**config.mk**
```make
export PLATFORM = sky130hd
export DESIGN_NAME = pcbn_cell
export DESIGN_NICKNAME = d
export VERILOG_FILES = /design/src/rtl/pcbn_pkg.sv /design/src/rtl/pcbn_cell.sv
export SDC_FILE = /design/constraint.sdc
export NUM_CORES = 1
export LEC_CHECK = 0
export BUFFER_PORTS_ARGS = -buffer_cell sky130_fd_sc_hd__buf_4
export CORE_AREA = 2 2 134 136
export DETAILED_ROUTE_END_ITERATION = 8
export DIE_AREA = 0 0 136 138
export HOLD_SLACK_MARGIN = 0.1
export PLACE_DENSITY = 0.68
export SLEW_MARGIN = 20
export SYNTH_ARGS = -nofsm -noshare
export SYNTH_HDL_FRONTEND = slang
export SYNTH_SLANG_ARGS = --single-unit
```
**constraint.sdc**
```tcl
create_clock -name i_clk -period 2.3 [get_ports i_clk]
set_input_delay 0.115 -clock i_clk [delete_from_list [all_inputs] [get_ports i_clk]]
set_output_delay 0.115 -clock i_clk [all_outputs]
set_load 0.03 [all_outputs]
```
**src/rtl/pcbn_pkg.sv**
```systemverilog
// shared constants and types for the per-class box suppression block
`timescale 1ns / 1ps
package pcbn_pkg;

    localparam int SCORE_W         = 17;
    localparam int CLASS_W         = 4;
    localparam int DEF_MAX_BOXES   = 64;
    localparam int DEF_MAX_CLASSES = 16;
    localparam int DEF_COORD_BITS  = 16;
    localparam int PIPE_DEPTH      = 4;
    localparam int CFG_IDX_W       = 2;

    localparam logic [CFG_IDX_W-1:0] REG_SCORE_THR = 2'd0;
    localparam logic [CFG_IDX_W-1:0] REG_OVL_THR   = 2'd1;

    localparam logic [SCORE_W-1:0] THR_RESET = 17'd32768;

    typedef struct packed {
        logic load;
        logic shift;
    } t_ctl;

endpackage

```
**src/rtl/pcbn_cell.sv**
```systemverilog
// one slot of the box ring: sorted insert while loading, shift while suppressing
`timescale 1ns / 1ps
module pcbn_cell #(
    parameter int COORD_BITS = pcbn_pkg::DEF_COORD_BITS
) (
    input  logic                      i_clk,
    input  logic                      i_rst_n,
    input  pcbn_pkg::t_ctl            i_ctl,
    input  logic [4*COORD_BITS+21:0]  i_new,
    input  logic [4*COORD_BITS+21:0]  i_left,
    input  logic                      i_left_before,
    input  logic [4*COORD_BITS+21:0]  i_right,
    output logic [4*COORD_BITS+21:0]  o_box,
    output logic                      o_before
);

    localparam int SC_LO = 4*COORD_BITS;
    localparam int CL_LO = 4*COORD_BITS + pcbn_pkg::SCORE_W;
    localparam int V_BIT = 4*COORD_BITS + 21;

    logic [4*COORD_BITS+21:0] r_box;
    logic [4*COORD_BITS+21:0] n_box;
    logic [pcbn_pkg::CLASS_W-1:0] w_my_cls;
    logic [pcbn_pkg::CLASS_W-1:0] w_new_cls;
    logic [pcbn_pkg::SCORE_W-1:0] w_my_sc;
    logic [pcbn_pkg::SCORE_W-1:0] w_new_sc;

    assign w_my_cls  = r_box[CL_LO +: pcbn_pkg::CLASS_W];
    assign w_new_cls = i_new[CL_LO +: pcbn_pkg::CLASS_W];
    assign w_my_sc   = r_box[SC_LO +: pcbn_pkg::SCORE_W];
    assign w_new_sc  = i_new[SC_LO +: pcbn_pkg::SCORE_W];

    // new item ranks ahead of this slot
    assign o_before = !r_box[V_BIT] || (w_new_cls < w_my_cls) ||
                      ((w_new_cls == w_my_cls) && (w_new_sc > w_my_sc));

    always_comb begin
        n_box = r_box;
        if (i_ctl.shift) begin
            n_box = i_right;
        end else if (i_ctl.load) begin
            if (i_left_before) begin
                n_box = i_left;
            end else if (o_before) begin
                n_box = i_new;
            end
        end
    end

    always_ff @(posedge i_clk) begin
        if (!i_rst_n) begin
            r_box <= '0;
        end else begin
            r_box <= n_box;
        end
    end

    assign o_box = r_box;

endmodule

```
==> results.ini, run 1 <==
[clock_tree]
clkTransAtPathRegs_ps=70
cts_made_buffers=9
cts_tree=yes
cts_max_level=3
ctsHoldBuffers=0
cts_setup_buffers=0
root_buffer=clkbuf_16
clockBufferDepth=2
clock_latency_ps=330
cts.sinks=86

[finish]
fin_cells=1303
fill_cells=1717
largest_reg_flops=86
synthToLayoutAreaGrowth_pct=63.1
fin_area_mm2=0.00931
nets=1353
diodes=0
drive_gt1_share_pct=45.8

[power]
p_clk_share_pct=29.7
ir_worst_vdd_mv=0.335
comb_power_share_pct=35.7
p_int_w=0.00328
power.density_mw_per_mm2=527
p_seq_share_pct=34.6
p_switching_w=0.00162
power_w=0.00490
p_leak_nw=4.33
power.share.switching_pct=33.0

[synth]
synth-main-ff-cell=dfxtp_1
async_flop_share_pct=0
synth_edf_count=0
yosysWarnings=0
yosysUniqueCellTypes=28
ys_seq_elements=86
syn_area_per_cell_um2=7.50
postSynthCellCount=761
syn_nets=1045
yosysSeqAreaShare_pct=30.2
synth_area_mm2=0.00571

[detailed_routing]
vias=6610
wl_um=21700
wl_per_cell_um=16.6
firstDrtPassIters=4
drt_iter0_drc=308
drc=0
routed_via_density=5.07
ant_nets=0

[timing]
fmax_mhz=423
hold_viol=0
rsz0062_at_grt=yes
layout_setup_ws_ps=-61.4
tightest_slew_ps=707
slew_violations=0
timing.final.crit_share_pct=103
fin_worst_skew_ps=5.11
max_slew_margin_pct=52.8
fin_crit_ps=2360
setup_viol=33

[worst_setup_path]
cpPeakStageDelay_ps=450
crit_fanout=3
path_delay_family=compound AO/OA/AOI/OAI gates
worstPathRequired_ps=2180
critPathKind=reg2out
end_kind=primary output
cpMaxStageDelayCell=a2111o_1
path_cells=inv_1 > ha_4 > o21ai_0 > nor2_1 > a2111o_1 > a21oi_2 > nand2b_4 > o311ai_4 > buf_6
arrival_ps=2250
path_buf_inv=2
critPathLaunchType=register

[run_status]
status=complete, but fails checks
violations=setup timing

[die]
dieHeight_um=138
die_area_mm2=0.0188
coreArea_mm2=0.0175
fp-row-count=49
die_x_um=136
start_util_pct=32.5
ios=350

[run]
drv_cap=0

[grt]
grt_usage_pct=20.8
grt_busiest_layer=met2
met2_usage_pct=36.5
first_global_vias=6198
use_met3_pct=4.22
grt_pass1_wl_um=31500
grt_use_met1_pct=25.1
grt_max_degree=173
antenna_found_initial=0
grt-ovfl-total=0

[place]
dpl_cell_area_mm2=0.00853
place_hpwl_um=15100
place_inst=1276
port_buffers=349
gp_congestion=0.804

[min_path]
hold_path.class=in2reg

[path summary, 6_finish.rpt]
| path | from | end | slack (ps) | cells past startpoint |
|---|---|---|---|---|
| setup / recovery | o_box[71] | o_before | -60 | 9 |
| hold / removal | i_right[51] | o_box[51] | 150 | 5 |
| setup reg to reg | o_box[71] | o_box[71] | -40 | 9 |
| hold reg to reg | o_box[59] | o_box[59] | 450 | 2 |
[metrics by stage]
stage          hold WS (ps)  setup slack, ps  utilization [%]  setup TNS [ps]
6_report                147            -61.4             53.1            -491
5_1_grt                 171             -121             53.1           -4190
4_1_cts                 125            -28.0             50.7           -28.0
3_5_place_dp            451            -39.7             48.7            -611
3_3_place_gp            443            -41.6             48.7           -79.9
2_1_floorplan           376            0.132                -               0
[cell type report]
cell class                      instances  area (um^2)  share of cell area (%)
Sequential cell                        86         1760                    18.9
Timing Repair Buffer                  372         3070                    33.0
Clock inverter                          6         60.1                   0.645
Tap cell                              229          287                    3.08
Clock buffer                           10          229                    2.46
Multi-Input combinational cell        578         3820                    41.1
Inverter                               22         85.1                   0.914
[power groups by stage]
stage                     clock network [W]  registers (W)  logic [W]
after CTS                           0.00150        0.00170    0.00161
after global routing                0.00157        0.00171    0.00188
after detailed placement                  0        0.00173    0.00159
after global placement                    0        0.00172    0.00157
after floorplan                           0        0.00197   0.000609
final                               0.00146        0.00170    0.00175
[routing by layer]
| layer | up-vias | part of all wire (%) |
|---|---|---|
| met5 | - | 0 |
| met4 | 0 | 2.2 |
| met3 | 33 | 6.6 |
| met2 | 226 | 50 |
| met1 | 3019 | 41 |
| li1 | 3332 | - |
[kinds of logic (layout without fill, tap and decap cells)]
family / count (synthesis) / in the layout / share of synthesized area [%]
flops: 86 / 86 / 30.2
fa+ha+maj: 21 / 21 / 4.61
buf+inv: 99 / 410 / 7.43
simple gates: 279 / 281 / 22.8
compound gates: 190 / 190 / 19.9
mux: 86 / 86 / 15.1
[placed cells by master, fill, tap and decap left out, types with 9 or more instances in the layout]
master | Yosys | final
buf_12 | 0 | 9
o21ai_0 | 135 | 94
dfxtp_1 | 86 | 70
inv_1 | 22 | 19
clkbuf_16 | 0 | 16
dfxtp_2 | 0 | 10
nand2_1 | 176 | 176
mux2i_1 | 86 | 86
nand4_1 | 90 | 90
o21ai_1 | 0 | 17
o21ai_2 | 40 | 64
buf_4 | 0 | 351
ha_1 | 21 | 14
[synth_stat cells (all sizes together), types with 3 or more instances]
| cell type | instances | area, um^2 |
|---|---|---|
| ha | 21 | 263 |
| dfxtp | 86 | 1720 |
| nor2 | 3 | 11.3 |
| nand2 | 176 | 661 |
| clkbuf | 53 | 200 |
| o21ai | 175 | 1030 |
| nand4 | 90 | 563 |
| a21oi | 7 | 35.0 |
| buf | 24 | 141 |
| inv | 22 | 82.6 |
| mux2i | 86 | 861 |
[worst reg2reg max path, cell delays in order, from the launching register on]
cell and delay, ps:
dfxtp_4 350, inv_1 80, ha_4 210, o21ai_0 170
nor2_1 60, a2111o_1 450, a211o_4 390, and2_4 230
clkbuf_16 190, o21ai_1 140
[what timing repair did]
item | 4_1_cts | 5_1_grt
hold endpoints to repair | 0 | 0
pin swaps | 3 | 49
endpoints found under the setup margin | 87 | 87
resized for setup | 15 | 87
cloned | 0 | 11
No activity file was read; power rests on OpenSTA's default activity.
==> run 2, diff against run 1 <==
RECOVER_POWER = 100   (was unset)
==> run 2 against run 1 <==
  * The run still ends with setup timing left
  * Design area fell by 3.4%
  * Clock power barely moved
  * Critical path depth did not move
  * Sequential power barely moved
==> results.ini, run 2 (synthesized netlist as in run 1, its figures left out) <==
[run_status]
status=complete, but fails checks
violations=setup timing

[timing]
tightest_slew_ps=716
hold_ws_ps=146
max_slew_margin_pct=52.2
fin_crit_ps=2360
rsz0062_at_grt=yes
hold_viol=0
setup_viol=33
fin_worst_skew_ps=6.85
layout_setup_ws_ps=-60.6
fmax_mhz=424
timing.final.crit_share_pct=103
slew_violations=0

[run]
drv_cap=0

[worst_setup_path]
crit_fanout=3
arrival_ps=2250
path_cells=inv_1 > ha_4 > o21ai_0 > nor2_1 > a2111o_1 > a21oi_2 > nand2b_4 > o311ai_4 > buf_6
cpMaxStageDelayCell=a2111o_1
critPathLaunchType=register
worstPathRequired_ps=2180
critPathKind=reg2out
cpPeakStageDelay_ps=450
end_kind=primary output

[min_path]
hold_path.class=in2reg

[grt]
grt_use_met1_pct=25.1
use_met3_pct=4.22
grt-ovfl-total=0
first_global_vias=6198
met2_usage_pct=36.5
grt_usage_pct=20.8
antenna_found_initial=0
grt_max_degree=173
grt_busiest_layer=met2
grt_pass1_wl_um=31500

[finish]
diodes=0
synthToLayoutAreaGrowth_pct=57.6
layout_commonest_cell=buf_4
fill_cells=1806
fin_area_mm2=0.00899
largest_reg_flops=86
nets=1353
final_cell_mix=267 x buf_4, 176 x nand2_1, 94 x o21ai_0
drive_gt1_share_pct=38.0
fin_cells=1303

[clock_tree]
root_buffer=clkbuf_16
cts_setup_buffers=0
clock_latency_ps=330
cts_tree=yes
clkTransAtPathRegs_ps=60
cts.sinks=86
cts_made_buffers=9
ctsHoldBuffers=0
cts_max_level=3
clockBufferDepth=2

[place]
place_inst=1276
place_hpwl_um=15100
port_buffers=349
dpl_cell_area_mm2=0.00853
gp_congestion=0.804

[detailed_routing]
drc=0
ant_nets=0
firstDrtPassIters=4
drt_iter0_drc=326
routed_via_density=5.11
vias=6664
wl_um=21700
wl_per_cell_um=16.7

[die]
die_area_mm2=0.0188
dieHeight_um=138
start_util_pct=32.5
fp-row-count=49
ios=350
die_x_um=136
coreArea_mm2=0.0175

[power]
power_w=0.00480
p_leak_nw=3.99
power.density_mw_per_mm2=534
ir_worst_vdd_mv=0.335

==> run 2: cell count changes in the layout (fill, tap and decap cells not counted) <==
cell / previous run / this run
clkbuf_1: 1 / 85
buf_4: 351 / 267
==> run 2: cell type report <==
type	instances	area, um^2	area share, %
well taps	229	287	3.19
repair buffers	372	2750	30.6
clock buffers	10	229	2.55
multi-input cells	578	3820	42.5
inverters	22	85.1	0.946
flip-flops and latches	86	1760	19.5
clock inverters	6	60.1	0.668
==> run 2: final timing paths <==
path	cells past startpoint	slack (ps)	to	start
min	5	150	o_box[51]	i_right[51]
min reg2reg	2	450	o_box[63]	o_box[63]
max reg2reg	9	-40	o_box[71]	o_box[71]
max	9	-60	o_before	o_box[71]
==> run 2: repair_timing <==
| item | CTS | global route |
|---|---|---|
| pin swaps | 3 | 49 |
| gates cloned | 0 | 11 |
| gates resized for setup | 15 | 87 |
| endpoints found under the setup margin | 87 | 87 |
| hold endpoints to repair | 0 | 0 |
==> run 2: metal layers <==
layer / routed length [um] / up-vias
li1: - / 3336
met4: 466 / 0
met2: 10900 / 231
met1: 8950 / 3064
met5: 0 / -
met3: 1440 / 33
==> run 2: where the power goes <==
part,switching (W),total (W),internal [W]
combinational,0.000924,0.00165,0.000723
sequential,0.0000748,0.00169,0.00162
clock,0.000616,0.00146,0.000842
total,0.00162,0.00480,0.00318
==> run 2: per-stage QoR <==
step	setup TNS, ps	setup slack (ps)	util, %
final	-477	-60.6	51.3
after global routing	-4110	-120	51.3
after CTS	-28.0	-28.0	50.7
after detailed placement	-611	-39.7	48.7
after global placement	-79.9	-41.6	48.7
after floorplan	0	0.132	-
==> run 2: worst max-delay path, delay by kind of cell (launching register included) <==
| family | cells | cell delay (ps) |
|---|---|---|
| AO/OA/AOI/OAI | 4 | 890 |
| adder cells (fa/ha/maj) | 1 | 210 |
| buffers and inverters | 2 | 250 |
| flip-flops | 1 | 340 |
| AND/OR/NAND/NOR | 2 | 210 |
==> run 3, diff against run 2 <==
MAX_ROUTING_LAYER = met4   (was unset)
PLACE_DENSITY = 0.71   (was 0.68)
clock period = 2.9 ns   (was 2.3 ns; I/O delays follow)
==> run 3 against run 2 <==
  * The flow now finishes without violations
  * Clock skew barely moved
  * First-iteration DRC count increased by 4.9%
  * Core utilization shrank 4.1 points
  * Cell count is 1.2% lower
  * Routed wire length is 10% lower
  * Critical path type is now reg2reg
  * Sequential share of layout area rose by 1.3 points
  * Worst hold slack improved by 19 ps
  * Global-route usage down 0.34 points
  * Sequential cell count is the same
  * Sequential power decreased by 21%
  * Die area unchanged
  * Critical path depth is the same
==> results.ini, run 3 (synthesized netlist as in run 1, its figures left out) <==
[worst_setup_path]
critPathKind=reg2reg
crit_fanout=49
worstPathRequired_ps=3120
cpMaxStageDelayCell=a2111o_1
end_kind=register
critPathLaunchType=register
path_delay_family=compound AO/OA/AOI/OAI gates
cpMostUsedCell=o21ai_0
cpPeakStageDelay_ps=470
arrival_ps=2900
path_buf_inv=2
path_cells=inv_1 > ha_1 > a21oi_1 > o21ai_0 > a2111o_1 > a211o_2 > clkbuf_4 > nand4_1 > o21ai_0

[place]
place_inst=1271
gp_congestion=0.810
port_buffers=349
dpl_cell_area_mm2=0.00841
place_hpwl_um=14300
place_ws_ps=217

[finish]
fill_cells=1893
synthToLayoutAreaGrowth_pct=45.0
multi_input_area_mm2=0.00343
nets=1337
fin_cells=1287
fin_area_mm2=0.00827
register_area_mm2=0.00172
layout_commonest_cell=buf_4
diodes=0
final_cell_mix=264 x buf_4, 176 x nand2_1, 171 x o21ai_0
drive_gt1_share_pct=28.0
largest_reg_flops=86

[detailed_routing]
firstDrtPassIters=4
ant_nets=0
routed_via_density=5.03
drc=0
drt_iter0_drc=342
wl_per_cell_um=15.2
vias=6479
wl_um=19500

[grt]
grt_usage_pct=20.5
grt_pass1_wl_um=30400
grt_max_degree=173
first_global_vias=6227
grt-ovfl-total=0
antenna_found_initial=0

[timing]
timing.final.crit_share_pct=92.5
fmax_mhz=373
fin_crit_ps=2680
tightest_slew_ps=713
hold_viol=0
setup_viol=0
tns_ps=0
fin_worst_skew_ps=7.19
rsz0062_at_grt=no
layout_setup_ws_ps=218
slew_violations=0
max_slew_margin_pct=52.5

[clock_tree]
cts_setup_buffers=0
cts_made_buffers=9
cts_tree=yes
clkTransAtPathRegs_ps=70
clockBufferDepth=2
cts_max_level=3
cts.sinks=86
cts_resized=0
ctsHoldBuffers=0
clock_latency_ps=340
root_buffer=clkbuf_16

[power]
power.density_mw_per_mm2=447
p_leak_nw=3.71
power_w=0.00370
ir_worst_vdd_mv=0.292

[die]
dieHeight_um=138
coreArea_mm2=0.0175
die_x_um=136
fp-row-count=49
ios=350
start_util_pct=32.5
die_area_mm2=0.0188

[run]
drv_cap=0

[min_path]
hold_path.class=in2reg

[run_status]
status=finished clean

==> run 3: final timing paths <==
check / startpoint / end / slack (ps) / cells after the start
worst max-delay path: o_box[66] / o_box[24] / 220 / 9
worst min-delay path: i_right[15] / o_box[15] / 170 / 5
worst max register to register: o_box[66] / o_box[24] / 220 / 9
worst min register to register: o_box[13] / o_box[13] / 460 / 2
==> run 3: per-layer routing <==
layer	share of wire, %	up-vias	global-route usage (%)
met5	0	-	-
met4	2.4	0	7.18
met3	7.8	34	3.45
met2	48	273	34.4
met1	42	2880	24.6
li1	-	3292	-
==> run 3: final cells by class <==
| cell class | instances | share of cell area (%) |
|---|---|---|
| inverter | 22 | 0.998 |
| multi-input combinational | 576 | 41.5 |
| sequential | 86 | 20.8 |
| tap | 229 | 3.46 |
| clock inverter | 7 | 1.19 |
| clock buffer | 9 | 2.72 |
| timing repair buffer | 358 | 29.3 |
==> run 3: tightest hold or removal path, stage by stage <==
cell and delay (ps):
buf_4 80, nand2_1 40, o21ai_0 60, nand4_1 90
o21ai_0 70
==> run 3: through the flow <==
| step | utilization [%] | hold slack [ps] |
|---|---|---|
| finish | 47.2 | 165 |
| global route | 47.2 | 184 |
| CTS | 49.8 | 152 |
| detailed placement | 48.0 | 451 |
| global placement | 48.0 | 444 |
| floorplan | - | 407 |
==> run 3: power by group <==
group / switching, W / leakage (nW) / internal [W]
combinational: 0.000642 / 2.84 / 0.000471
sequential: 0.0000562 / 0.711 / 0.00128
clock: 0.000492 / 0.156 / 0.000758
total: 0.00119 / 3.71 / 0.00251
